===== src/design/fsd_pkg.sv =====
// Shared types, constants and arithmetic helpers of the error diffusion ditherer.
package fsd_pkg;

  localparam int DEF_MAX_WIDTH = 4096;

  // Field and register widths
  localparam int PIX_W    = 8;
  localparam int IVL_W    = 8;
  localparam int IMGW_W   = 13;
  localparam int CFG_W    = 13;
  localparam int CFG_IDX_W = 2;
  localparam int ACC_W    = 11;   // stored error sums
  localparam int ERR_W    = 10;   // quantization error, signed
  localparam int PROD_W   = 13;   // error times weight
  localparam int SUM_W    = 13;   // pixel plus diffused error, signed
  localparam int NUM_W    = 10;   // rounding numerator 2*sum+interval

  // Register indexes
  localparam logic [CFG_IDX_W-1:0] REG_INTERVAL_LEN = 2'd0;
  localparam logic [CFG_IDX_W-1:0] REG_IMAGE_WIDTH  = 2'd1;
  localparam logic [CFG_IDX_W-1:0] REG_HAS_ALPHA    = 2'd2;

  // Reset values
  localparam logic [IVL_W-1:0]  RST_INTERVAL_LEN = 8'd85;
  localparam logic [IMGW_W-1:0] RST_IMAGE_WIDTH  = 13'd640;

  // Restoring divider: one numerator bit per step
  localparam int DIV_STEPS  = NUM_W;
  localparam int DIV_CNT_W  = $clog2(DIV_STEPS);

  localparam logic [PIX_W-1:0] PIX_MAX = 8'd255;

  typedef struct packed {
    logic load;      // take the input beat, apply frame/row restart
    logic sum;       // form clamped sum, set up divider
    logic div_step;  // one restoring division step
    logic update;    // commit quantized pixel, spread error, load output
    logic tail;      // flush last column to the line, start next row
  } fsd_cmd_t;

  typedef struct packed {
    logic has_right;
  } fsd_status_t;

  // Signed divide by 16, truncating toward zero
  function automatic logic signed [ACC_W-1:0] div16_tz(input logic signed [PROD_W-1:0] x);
    logic signed [PROD_W-1:0] b;
    b = x + (x[PROD_W-1] ? PROD_W'(15) : PROD_W'(0));
    b = b >>> 4;
    return b[ACC_W-1:0];
  endfunction

endpackage


===== src/design/fsd_ctrl.sv =====
// Sequencer of the ditherer: steps one pixel through read, sum, divide and commit.
module fsd_ctrl import fsd_pkg::*; (
  input  logic        clk,
  input  logic        rst,
  input  logic        in_valid,
  output logic        in_ready,
  output logic        out_valid,
  input  logic        out_ready,
  input  fsd_status_t status,
  output fsd_cmd_t    cmd
);

  localparam logic [2:0] S_IDLE = 3'd0;
  localparam logic [2:0] S_READ = 3'd1;
  localparam logic [2:0] S_SUM  = 3'd2;
  localparam logic [2:0] S_DIV  = 3'd3;
  localparam logic [2:0] S_OUT  = 3'd4;
  localparam logic [2:0] S_TAIL = 3'd5;

  logic [2:0]           state;
  logic [2:0]           state_next;
  logic [DIV_CNT_W-1:0] div_cnt;
  logic                 out_free;

  assign in_ready = (state == S_IDLE);
  assign out_free = !out_valid || out_ready;

  always_comb begin
    cmd        = '0;
    state_next = state;
    unique case (state)
      S_IDLE: begin
        if (in_valid) begin
          cmd.load   = 1'b1;
          state_next = S_READ;
        end
      end
      S_READ: state_next = S_SUM;
      S_SUM: begin
        cmd.sum    = 1'b1;
        state_next = S_DIV;
      end
      S_DIV: begin
        cmd.div_step = 1'b1;
        if (div_cnt == DIV_CNT_W'(DIV_STEPS - 1)) begin
          state_next = S_OUT;
        end
      end
      S_OUT: begin
        // hold until the output register is free
        if (out_free) begin
          cmd.update = 1'b1;
          state_next = status.has_right ? S_IDLE : S_TAIL;
        end
      end
      S_TAIL: begin
        cmd.tail   = 1'b1;
        state_next = S_IDLE;
      end
      default: state_next = S_IDLE;
    endcase
  end

  always_ff @(posedge clk) begin
    if (rst) begin
      state     <= S_IDLE;
      div_cnt   <= '0;
      out_valid <= 1'b0;
    end else begin
      state <= state_next;
      if (cmd.sum) begin
        div_cnt <= '0;
      end else if (cmd.div_step) begin
        div_cnt <= div_cnt + DIV_CNT_W'(1);
      end
      if (cmd.update) begin
        out_valid <= 1'b1;
      end else if (out_ready) begin
        out_valid <= 1'b0;
      end
    end
  end

endmodule


===== config.mk =====
export PLATFORM = sky130hd
export DESIGN_NAME = fsd_ctrl
export DESIGN_NICKNAME = d
export VERILOG_FILES = /design/src/design/fsd_pkg.sv /design/src/design/fsd_ctrl.sv
export SDC_FILE = /design/constraint.sdc
export NUM_CORES = 1
export LEC_CHECK = 0
export ABC_AREA = 1
export ABC_CLOCK_PERIOD_IN_PS = 2100
export BUFFER_PORTS_ARGS = -buffer_cell sky130_fd_sc_hd__buf_4
export CORE_AREA = 2 2 39 41
export DETAILED_ROUTE_END_ITERATION = 16
export DIE_AREA = 0 0 41 43
export GPL_TIMING_DRIVEN = 0
export HOLD_SLACK_MARGIN = 0.15
export MAX_ROUTING_LAYER = met4
export SYNTH_ARGS = -nofsm -noshare
export SYNTH_HDL_FRONTEND = slang
export SYNTH_SLANG_ARGS = --single-unit

===== constraint.sdc =====
create_clock -name clk -period 2.1 [get_ports clk]
set_input_delay 0.21 -clock clk [delete_from_list [all_inputs] [get_ports clk]]
set_output_delay 0.21 -clock clk [all_outputs]
set_load 0.05 [all_outputs]

==> summary.md, run 1 <==
| Metric | Value |
|---|---|
| Most Frequent Cell on Critical Path | nor2_1 |
| First drt pass iteration count | 2 |
| CP max stage delay | 0.37 ns |
| Total gr overflow | 0 |
| PwrDens | 1520 nW/µm² |
| Sinks on Clock Net | 8 |
| Routed len/inst | 9.42 µm |
| Area grow syn2layout | 30.4% |
| Routability cong. | 0.671 |
| Clock group share of total power | 0.142 |
| Peak supply drop | 0.657 mV |
| TritonCTS clock tree | yes |
| # fillers | 149 |
| Slowest stage cell, crit path | dfxtp_1 |
| Die H | 43 µm |
| Most frequent cells in the layout | nor2_1 (12), buf_4 (11), nand2_1 (10), dfxtp_1 (8), inv_1 (7) |
| Endpoints failing hold | 0 |
| Top cell type's share of synthesized area | 0.361 |
| Footprint of the multi-input gates | 254 µm² |
| Worst Path Class, Setup | register to primary output |
| Drt total wl | 895 µm |
| Critical path endpoint category | primary output |
| Drc violations | 0 |
| Total GRT Usage | 0.135 |
| Starting Density | 0.321 |
| Clock-pin slew on the worst setup and hold paths | 0.06 ns |
| Switching power | 0.467 mW |
| I/O Buffers | 11 |
| Max-slew headroom | 0.814 |
| Clock period minus worst slack | 1.58 ns |
| Measured slew at the worst slew-check pin | 0.277 ns |
| Core area | 1380 µm² |
| Net Sw Frac | 0.531 |
| Top area cells in the synthesized netlist | dfxtp_1 (36%), nor2_1 (10%), nand2_1 (8.5%), nand3_1 (6.8%), inv_1 (5.9%) |
| Clock Skew | 0.00353 ns |
| Maximum clock rate | 633 MHz |
| Initial drt markers | 6 |
| Maximum clock insertion buffer count | 2 |
| Final setup vio count | 0 |
| Synth unique cells | 18 |
| Antenna violations before repair | 0 |
| Min Hold Slack | 0.264 ns |
| Fin. max-slew vios | 0 |
| Seq/Total Area, Yosys | 0.361 |
| Setup TNS | 0 ns |
| Clock Root Buffer | clkbuf_4 |
| Synthesized area per cell | 6.94 µm² |
| Syn nets | 71 |
| Lkg Pwr | 0.263 nW |
| Clk_lat worst skew | 0.26 ns |
| H-tree level count | 1 |
| Logic pwr share | 0.581 |
| Post-DRT Antenna Nets | 0 |
| DIE WIDTH | 41 µm |
| FF+latch area | 160 µm² |
| Dpl hpwl | 685 µm |
| Tcrit/Tclk final | 0.752 |
| Worst Hold Class | primary input to register |
| Post-CTS setup buffer count | 0 |
| Internal power | 0.413 mW |
| Synthesized flop and latch total | 8 |
| Vias in the first global route | 384 |
| Outcome | finished clean |
| Share of layout cells above drive strength 1 | 0.266 |
| Sequential share of power | 0.277 |
| Detailed-route via count | 451 |
| First-pass GRT wire length | 1.50 mm |
| Largest net degree at the start of global routing | 8 |
| Die area | 1760 µm² |
| # diodes | 0 |
| Total power | 0.879 mW |
| CTS Buf Count | 3 |
| CP Data Required Time | 1.89 ns |
| Crit path cell chain | nor2_1 > nand2_1 > nor2_1 > buf_4 |
| Max Cap Violations | 0 |
| I/O pins | 12 |
| Syn Inst Count | 64 |
| Critical path arrival | 1.37 ns |
| Commonest non-fill, non-tap cell in the layout | nor2_1 |
| RSZ-0062 raised after global routing | no |
| Yosys warns | 0 |
| Final core occ | 0.419 |
| Site Rows | 14 |
| Area leader, netlist | dfxtp_1 |
| Critical Path Fanout Max | 7 |
| Routed vias/inst | 4.75 |
| NumNets Final | 88 |
| Mapped Area | 444 µm² |
| Critical path launch point type | register |
==> per-stage QoR <==
stage                     area, µm²  setup slack (ns)  instances
after floorplan                 444             0.311         64
after global placement          547             0.787         91
after detailed placement        547             0.794         91
after CTS                       579             0.498         95
after global routing            579             0.415         95
final                           579             0.521         95
==> per-layer routing <==
| metal | routed length, µm | up-vias | global-route usage |
|---|---|---|---|
| li1 | - | 239 | - |
| met1 | 418 | 200 | 0.148 |
| met2 | 415 | 10 | 0.191 |
| met3 | 54 | 2 | 0.0785 |
| met4 | 6 | 0 | 0.0600 |
| met5 | 0 | - | - |
==> worst max-delay path: cells and delay by family (launching register included) <==
family	cells	cell delay, ns
flip-flops	1	0.37
buffers and inverters	1	0.22
AND/OR/NAND/NOR	3	0.51
==> synthesized netlist by cell type (all sizes together) <==
cell type / n
nor2: 15
nand2: 13
dfxtp: 8
inv: 8
nand3: 6
a21oi: 3
ha: 2
nor3: 2
o21ai: 2
a21boi: 1
a31oi: 1
nand3b: 1
nand4: 1
or2: 1
==> state kept, by name, indices dropped and copies added, names as in the netlist <==
name       count
out_valid      1
div_cnt        4
state          3
==> timing repair <==
item                                   4_1_cts  5_1_grt
setup endpoints to repair                    0        0
hold buffers                                 1        0
endpoints found under the hold margin        2        0
gates resized for setup                      0        0
==> area by class of cell <==
cell class	count	share of cell area
multi-input cells	48	0.438
inverters	8	0.0518
clock buffers	3	0.0389
repair buffers	12	0.160
well taps	16	0.0346
flip-flops and latches	8	0.276
==> path summary, 6_finish.rpt <==
check	from	to	slack [ns]	depth (start not counted)
worst min register to register	div_cnt[2]$_SDFFE_PP0N_	div_cnt[2]$_SDFFE_PP0N_	0.47	1
worst max-delay path	state[1]$_SDFFE_PP0P_	cmd[1]	0.52	4
worst min-delay path	out_ready	out_valid$_SDFFE_PP0P_	0.26	4
worst max register to register	state[1]$_SDFFE_PP0P_	state[0]$_SDFFE_PP0P_	0.99	4
==> power by group through the flow <==
stage	clock network, mW	registers, mW	logic [mW]
after floorplan	0	0.253	0.376
after detailed placement	0	0.246	0.514
after global placement	0	0.247	0.512
after CTS	0.134	0.243	0.517
final	0.125	0.244	0.511
after global routing	0.137	0.250	0.559
==> cells by family (layout without fill, tap and decap cells) <==
family / after synthesis / after routing / synth area share
and+or+nand+nor: 39 / 39 / 0.428
AOI/OAI and AO/OA: 7 / 7 / 0.0873
buffers and inverters: 8 / 23 / 0.0676
DFF: 8 / 8 / 0.361
adders and majority gates: 2 / 2 / 0.0563
No activity file was read; power rests on OpenSTA's default activity.
==> run 2, diff against run 1 <==
--- a/config.mk
+++ b/config.mk
@@ -5,8 +5,8 @@
 export SDC_FILE = /design/constraint.sdc
 export NUM_CORES = 1
 export LEC_CHECK = 0
-export ABC_AREA = 1
-export ABC_CLOCK_PERIOD_IN_PS = 2100
+export ABC_AREA = 0
+export ABC_CLOCK_PERIOD_IN_PS = 1530
 export BUFFER_PORTS_ARGS = -buffer_cell sky130_fd_sc_hd__buf_4
 export CORE_AREA = 2 2 39 41
 export DETAILED_ROUTE_END_ITERATION = 16
==> constraint.sdc (replaced) <==
create_clock -name clk -period 1.53 [get_ports clk]
set_input_delay 0.153 -clock clk [delete_from_list [all_inputs] [get_ports clk]]
set_output_delay 0.153 -clock clk [all_outputs]
set_load 0.05 [all_outputs]
==> run 2 against run 1 <==
Against the previous run:
- final cell count fell by 17%
- total power up 9.7%
- register-to-register slack worse by 0.66 ns
- area after synthesis shrank 3.9%
- setup slack got worse by 0.50 ns
- flip-flop and latch count unchanged
- utilization up 1.4 points
- largest cell class unchanged
- worst hold slack got worse by 0.068 ns
- largest power group unchanged
==> summary.md, run 2 <==
| Metric | Value |
|---|---|
| Top post-synthesis cells by count | dfxtp_1 (8), nor2_1 (5), a21oi_1 (4) (was nor2_1 (12), nand2_1 (10), dfxtp_1 (8)) |
| Final worst slack | 0.0219 ns (was 0.521 ns) |
| Measured slew at the worst slew-check pin | 0.345 ns (was 0.277 ns) |
| Place WS | 0.153 ns (was 0.794 ns) |
| Max-slew headroom | 0.768 (was 0.814) |
| Final core occ | 0.433 (was 0.419) |
| Total GRT Usage | 0.121 (was 0.135) |
| Logic pwr share | 0.552 (was 0.581) |
| First drt pass iteration count | 4 (was 2) |
| Largest net degree at the start of global routing | 10 (was 8) |
| Share of layout cells above drive strength 1 | 0.349 (was 0.266) |
| Hold EP | out_valid$_SDFFE_PP0P_ (unchanged) |
| Clock period minus worst slack | 1.51 ns |
| Maximum clock insertion buffer count | 2 (unchanged) |
| Vias in the first global route | 346 (was 384) |
| Most Frequent Cell on Critical Path | buf_6 (was nor2_1) |
| Total power | 0.965 mW (was 0.879 mW) |
| Outcome | finished clean (unchanged) |
| Clock Skew | 0.00173 ns (was 0.00353 ns) |
| Switching power | 0.429 mW (was 0.467 mW) |
| Internal power | 0.536 mW (was 0.413 mW) |
| Critical path endpoint category | primary output (unchanged) |
| Area leader, netlist | dfxtp_1 (unchanged) |
| Final setup vio count | 0 (unchanged) |
| I/O Buffers | 11 (unchanged) |
| Lkg Pwr | 0.260 nW (was 0.263 nW) |
| Clock Root Buffer | clkbuf_4 (unchanged) |
| Area grow syn2layout | 40.5% (was 30.4%) |
| Critical Path Fanout Max | 9 (was 7) |
| Routed vias/inst | 5.03 (was 4.75) |
| Crit path cell chain | buf_6 > or3b_4 > nor2_4 > buf_6 (was nor2_1 > nand2_1 > nor2_1 > buf_4) |
| Syn nets | 55 (was 71) |
| Yosys warns | 0 (unchanged) |
| Antenna violations before repair | 0 (unchanged) |
| DIE WIDTH | 41 µm (unchanged) |
| Maximum clock rate | 663 MHz |
| CP bufs+invs | 2 (was 1) |
| Total gr overflow | 0 (unchanged) |
| Sinks on Clock Net | 8 (unchanged) |
| RSZ-0062 raised after global routing | yes (was no) |
| Wl on met1 | 403 µm (was 418 µm) |
| Core area | 1380 µm² (unchanged) |
| Commonest non-fill, non-tap cell in the layout | buf_4 (was nor2_1) |
| Routability cong. | 0.676 (was 0.671) |
| Peak supply drop | 0.560 mV (was 0.657 mV) |
| Met2 wire length | 380 µm (was 415 µm) |
| Initial drt markers | 2 (was 6) |
| I/O pins | 12 (unchanged) |
| Synthesized flop and latch total | 8 (unchanged) |
| Detailed-route via count | 397 (was 451) |
| Number of synthesized flops with an enable pin | 0 (unchanged) |
| Post-DRT Antenna Nets | 0 (unchanged) |
| Syn Inst Count | 48 (was 64) |
| Dpl hpwl | 625 µm (was 685 µm) |
| # fillers | 142 (was 149) |
| Top area cells in the synthesized netlist | dfxtp_1 (38%), ha_1 (5.9%), a21oi_1 (4.7%), nor2_1 (4.4%), xor2_1 (4.1%) (was dfxtp_1 (36%), nor2_1 (10%), nand2_1 (8.5%), nand3_1 (6.8%), inv_1 (5.9%)) |
| Synth Flop Type | dfxtp_1 (unchanged) |
| H-tree level count | 1 (unchanged) |
| Reg2reg end | state[2]$_SDFFE_PP0P_ (was state[0]$_SDFFE_PP0P_) |
| Synth unique cells | 29 (was 18) |
| Drt total wl | 842 µm (was 895 µm) |
| Placed cells | 75 (was 91) |
| Hold path start | out_ready (unchanged) |
| CP max stage delay | 0.42 ns (was 0.37 ns) |
| Setup TNS | 0 ns (unchanged) |
| R2R Setup Slk | 0.33 ns (was 0.99 ns) |
| Starting Density | 0.308 (was 0.321) |
| First-pass GRT wire length | 1.36 mm (was 1.50 mm) |
| Cells on Worst Hold Path | 3 (was 4) |
| Die H | 43 µm (unchanged) |
| Worst Hold Class | primary input to register (unchanged) |
| Seq/Total Area, Yosys | 0.375 (was 0.361) |
| Highest Signal Layer | met4 (unchanged) |
| Endpoints failing hold | 0 (unchanged) |
| Synthesized area per cell | 8.89 µm² (was 6.94 µm²) |
| Critical path launch point type | register (unchanged) |
| Drc violations | 0 (unchanged) |
| Clk_lat worst skew | 0.25 ns (was 0.26 ns) |
| Max FFs per register | 4 (unchanged) |
| Most frequent cell after synthesis | dfxtp_1 (was nor2_1) |
| Fraction of registers with async set/reset | 0 (unchanged) |
| Die area | 1760 µm² (unchanged) |
| Clock-pin slew on the worst setup and hold paths | 0.05 ns (was 0.06 ns) |
| # diodes | 0 (unchanged) |
| Top reg by flops | div_cnt (unchanged) |
| Max Cap Violations | 0 (unchanged) |
| Critical path's top delay family | simple AND/OR/NAND/NOR gates (unchanged) |
| Sequential share of power | 0.279 (was 0.277) |
| Slowest stage cell, crit path | or3b_4 (was dfxtp_1) |
| Non-Filler Instances | 79 (was 95) |
| Top cell type's share of synthesized area | 0.375 (was 0.361) |
| Mapped Area | 427 µm² (was 444 µm²) |
| Routed len/inst | 10.7 µm (was 9.42 µm) |
| TritonCTS clock tree | yes (unchanged) |
| R2R depth | 4 (unchanged) |
| WL met3 | 41 µm (was 54 µm) |
| NumNets Final | 72 (was 88) |
| Worst Path Class, Setup | register to primary output (unchanged) |
| Post-CTS setup buffer count | 0 (unchanged) |
| Biggest regs | div_cnt x4, state x3, out_valid x1 (unchanged) |
| CTS Buf Count | 3 (unchanged) |
| Site Rows | 14 (unchanged) |
| PwrDens | 1610 nW/µm² (was 1520 nW/µm²) |
| Most frequent cells in the layout | buf_4 (10), dfxtp_1 (7), nor2_1 (4), a21oi_1 (4) (was nor2_1 (12), buf_4 (11), nand2_1 (10), dfxtp_1 (8), inv_1 (7)) |
| Critical path arrival | 1.36 ns (was 1.37 ns) |
| Net Sw Frac | 0.444 (was 0.531) |
| CP Data Required Time | 1.38 ns (was 1.89 ns) |
| Clock group share of total power | 0.168 (was 0.142) |
| FF-to-FF Start | state[0]$_SDFFE_PP0P_ (was state[1]$_SDFFE_PP0P_) |
| Tcrit/Tclk final | 0.986 |
| Fin. max-slew vios | 0 (unchanged) |
-- run 2: logic make-up (layout without fill, tap and decap cells) --
logic type / Yosys count / after routing / share of synthesized area
AOI/OAI and AO/OA: 9 / 9 / 0.138
xor gates and xnor gates: 3 / 3 / 0.0616
adders and majority gates: 2 / 2 / 0.0586
buffers and inverters: 4 / 19 / 0.0616
DFF: 8 / 8 / 0.375
and+or+nand+nor: 22 / 22 / 0.305
-- run 2: per-stage QoR --
step / area (µm²) / hold slack [ns]
floorplan: 445 / 0.222
detailed placement: 548 / 0.370
finish: 599 / 0.196
CTS: 588 / 0.191
global route: 599 / 0.193
global placement: 548 / 0.362
-- run 2: power by group through the flow --
stage	clock (mW)	sequential, mW	combinational, mW
2_1_floorplan	0	0.272	0.400
3_3_place_gp	0	0.272	0.516
3_5_place_dp	0	0.272	0.524
4_1_cts	0.170	0.268	0.531
5_1_grt	0.187	0.273	0.574
6_report	0.162	0.270	0.533
-- run 2: worst max path at each step --
stage / slack, ns / to / cells past startpoint / startpoint
finish: 0.02 / cmd[1] / 4 / state[0]$_SDFFE_PP0P_
global route: -0.02 / cmd[1] / 4 / state[0]$_SDFFE_PP0P_
CTS: 0.005 / cmd[1] / 3 / state[2]$_SDFFE_PP0P_
detailed placement: 0.15 / cmd[1] / 3 / state[2]$_SDFFE_PP0P_
global placement: 0.16 / cmd[1] / 3 / state[2]$_SDFFE_PP0P_
floorplan: -0.02 / cmd[4] / 3 / state[1]$_SDFFE_PP0P_
-- run 2: tightest hold or removal path: stages --
cell and delay (ns):
buf_4 0.08, nand2b_1 0.11, a21oi_1 0.06
-- run 2: layout make-up --
type / instances / area (µm²) / area share
multi-input combinational: 36 / 267 / 0.445
sequential: 8 / 164 / 0.273
timing repair buffer: 12 / 96.3 / 0.161
clock buffer: 3 / 22.5 / 0.0376
buffer: 2 / 22.5 / 0.0376
tap: 16 / 20.0 / 0.0334
inverter: 2 / 7.51 / 0.0125
-- run 2: metal layers --
layer,track usage,vias up
li1,-,200
met1,0.156,185
met2,0.150,10
met3,0.0314,2
met4,0.100,0
met5,-,-
-- run 2: timing repair --
action	4_1_cts	5_1_grt
endpoints found under the hold margin	3	0
gates resized for setup	3	3
pin swaps	0	1
endpoints found under the setup margin	1	1
hold buffers	1	0
==> run 3, diff against run 2 <==
--- a/config.mk
+++ b/config.mk
@@ -6,7 +6,7 @@
 export NUM_CORES = 1
 export LEC_CHECK = 0
 export ABC_AREA = 0
-export ABC_CLOCK_PERIOD_IN_PS = 1530
+export ABC_CLOCK_PERIOD_IN_PS = 1900
 export BUFFER_PORTS_ARGS = -buffer_cell sky130_fd_sc_hd__buf_4
 export CORE_AREA = 2 2 39 41
 export DETAILED_ROUTE_END_ITERATION = 16
@@ -14,6 +14,7 @@
 export GPL_TIMING_DRIVEN = 0
 export HOLD_SLACK_MARGIN = 0.15
 export MAX_ROUTING_LAYER = met4
+export SKIP_CTS_REPAIR_TIMING = 1
 export SYNTH_ARGS = -nofsm -noshare
 export SYNTH_HDL_FRONTEND = slang
 export SYNTH_SLANG_ARGS = --single-unit
==> constraint.sdc (replaced) <==
create_clock -name clk -period 1.9 [get_ports clk]
set_input_delay 0.19 -clock clk [delete_from_list [all_inputs] [get_ports clk]]
set_output_delay 0.19 -clock clk [all_outputs]
set_load 0.05 [all_outputs]
==> run 3 against run 2 <==
Against the previous run:
- total power is 22% lower
- critical path depth is 1 lower
- count of clock-buffer cells in the layout stayed put
- utilization is 2.0 points lower
- first-iteration DRC count grew to 3.0 times the previous value
- die area stayed put
- critical endpoint unchanged
- largest cell class unchanged
- largest power group unchanged
==> summary.md, run 3 (synthesized netlist as in run 2, its figures left out) <==
| Metric | Value |
|---|---|
| Outcome | finished clean (unchanged) |
| CP Data Required Time | 1.71 ns (was 1.38 ns) |
| First-pass GRT wire length | 1.44 mm (was 1.36 mm) |
| CTS Buf Count | 3 (unchanged) |
| Die area | 1760 µm² (unchanged) |
| Core area | 1380 µm² (unchanged) |
| Reg2reg end | state[2]$_SDFFE_PP0P_ (unchanged) |
| Initial drt markers | 6 (was 2) |
| GR Util met2 | 0.163 (was 0.150) |
| Maximum clock rate | 601 MHz |
| Most frequent cells in the layout | buf_4 (12), dfxtp_1 (8), nor2_1 (5), a21oi_1 (4), clkbuf_4 (3) (was buf_4 (10), dfxtp_1 (7), nor2_1 (4), a21oi_1 (4)) |
| Vias in the first global route | 342 (was 346) |
| Area grow syn2layout | 34.0% (was 40.5%) |
| Commonest non-fill, non-tap cell in the layout | buf_4 (unchanged) |
| Clk_lat worst skew | 0.26 ns (was 0.25 ns) |
| Hold path start | status (was out_ready) |
| Die H | 43 µm (unchanged) |
| CP max stage delay | 0.48 ns (was 0.42 ns) |
| Min Hold Slack | 0.235 ns (was 0.196 ns) |
| Worst Hold Class | primary input to register (unchanged) |
| Detailed-route via count | 385 (was 397) |
| Biggest regs | div_cnt x4, state x3, out_valid x1 (unchanged) |
| Clock period minus worst slack | 1.66 ns |
| Max-slew headroom | 0.765 (was 0.768) |
| Drt total wl | 851 µm (was 842 µm) |
| Sinks on Clock Net | 8 (unchanged) |
| Peak supply drop | 0.530 mV (was 0.560 mV) |
| Routed len/inst | 10.8 µm (was 10.7 µm) |
| Hold EP | state[0]$_SDFFE_PP0P_ (was out_valid$_SDFFE_PP0P_) |
| DIE WIDTH | 41 µm (unchanged) |
| First drt pass iteration count | 4 (unchanged) |
| Lkg Pwr | 0.254 nW (was 0.260 nW) |
| Starting Density | 0.308 (unchanged) |
| TritonCTS clock tree | yes (unchanged) |
| Clock-pin slew on the worst setup and hold paths | 0.06 ns (was 0.05 ns) |
| Met1 Use GR | 0.166 (was 0.156) |
| R2R depth | 3 (was 4) |
| Critical path arrival | 1.47 ns (was 1.36 ns) |
| Worst Path Class, Setup | register to primary output (unchanged) |
| Max Cap Violations | 0 (unchanged) |
| Critical path launch point type | register (unchanged) |
| Slowest stage cell, crit path | dfxtp_1 (was or3b_4) |
| Met3 usage | 0.0785 (was 0.0314) |
| Max FFs per register | 4 (unchanged) |
| Fin. max-slew vios | 0 (unchanged) |
| CP bufs+invs | 1 (was 2) |
| Tcrit/Tclk final | 0.875 |
| Critical Path Fanout Max | 9 (unchanged) |
| Routability cong. | 0.746 (was 0.676) |
| Setup TNS | 0 ns (unchanged) |
| Dpl hpwl | 606 µm (was 625 µm) |
| Critical path endpoint category | primary output (unchanged) |
| Routed vias/inst | 4.87 (was 5.03) |
| PwrDens | 1320 nW/µm² (was 1610 nW/µm²) |
| I/O pins | 12 (unchanged) |
| Drc violations | 0 (unchanged) |
| Largest net degree at the start of global routing | 10 (unchanged) |
| Share of layout cells above drive strength 1 | 0.302 (was 0.349) |
| Clock Skew | 0.0110 ns (was 0.00173 ns) |
| Total gr overflow | 0 (unchanged) |
| Final setup vio count | 0 (unchanged) |
| Maximum clock insertion buffer count | 2 (unchanged) |
| H-tree level count | 1 (unchanged) |
| NumNets Final | 72 (unchanged) |
| Measured slew at the worst slew-check pin | 0.349 ns (was 0.345 ns) |
| Crit path cell chain | or3b_1 > nor2_1 > buf_4 (was buf_6 > or3b_4 > nor2_4 > buf_6) |
| Post-DRT Antenna Nets | 0 (unchanged) |
| Clock Root Buffer | clkbuf_4 (unchanged) |
| Top reg by flops | div_cnt (unchanged) |
| Cells on Worst Hold Path | 3 (unchanged) |
| RSZ-0062 raised after global routing | no (was yes) |
| Antenna violations before repair | 0 (unchanged) |
| FF-to-FF Start | state[2]$_SDFFE_PP0P_ (was state[0]$_SDFFE_PP0P_) |
| Busiest grt layer | met1 (unchanged) |
| # fillers | 145 (was 142) |
| Endpoints failing hold | 0 (unchanged) |
| R2R Setup Slk | 0.66 ns (was 0.33 ns) |
| Site Rows | 14 (unchanged) |
| # diodes | 0 (unchanged) |
| Critical path's top delay family | simple AND/OR/NAND/NOR gates (unchanged) |
| I/O Buffers | 11 (unchanged) |
| Total GRT Usage | 0.131 (was 0.121) |
==> run 3: changes by cell type in the layout (fill, tap and decap cells not counted) <==
cell,delta
buf_4,+2
buf_6,-2
dfxtp_1,+1
dfxtp_4,-1
nor2_1,+1
nor2_4,-1
nor3_2,+1
nor3_4,-1
or3b_1,+1
or3b_4,-1
==> run 3: cell type report <==
cell class | count | area [µm²] | share of cell area
clock buffers | 3 | 22.5 | 0.0394
flip-flops and latches | 8 | 160 | 0.280
well taps | 16 | 20.0 | 0.0350
plain buffers | 2 | 18.8 | 0.0328
multi-input cells | 36 | 250 | 0.438
repair buffers | 12 | 92.6 | 0.162
inverters | 2 | 7.51 | 0.0131
==> run 3: power by group <==
part / total (mW) / switching (mW) / internal [mW]
clock: 0.133 / 0.0601 / 0.0725
combinational: 0.406 / 0.257 / 0.149
sequential: 0.215 / 0.0185 / 0.196
==> run 3: worst max path at each step <==
stage	from	to	depth (start not counted)
after floorplan	state[1]$_SDFFE_PP0P_	cmd[4]	3
after global routing	state[2]$_SDFFE_PP0P_	cmd[1]	3
after global placement	state[2]$_SDFFE_PP0P_	cmd[1]	3
final	state[2]$_SDFFE_PP0P_	cmd[1]	3
after CTS	state[2]$_SDFFE_PP0P_	cmd[1]	3
after detailed placement	state[2]$_SDFFE_PP0P_	cmd[1]	3
==> run 3: per-layer routing <==
metal	up-vias	part of all wire
met3	2	0.071
met4	0	0.016
met5	-	0
met1	170	0.45
met2	13	0.47
li1	200	-
==> run 3: through the flow <==
step	total power [mW]	cell area [µm²]	std cells	utilization	setup slack, ns
finish	0.753	572	79	0.413	0.237
global route	0.812	572	79	0.413	0.128
CTS	0.762	562	78	0.406	0.213
detailed placement	0.625	539	75	0.390	0.509
global placement	0.622	539	75	0.390	0.518
floorplan	0.527	437	48	-	0.0877
==> run 3: tightest hold or removal path, delay by kind of cell <==
family / cells / cell delay, ns
AO/OA/AOI/OAI: 2 / 0.17
buffers and inverters: 1 / 0.09
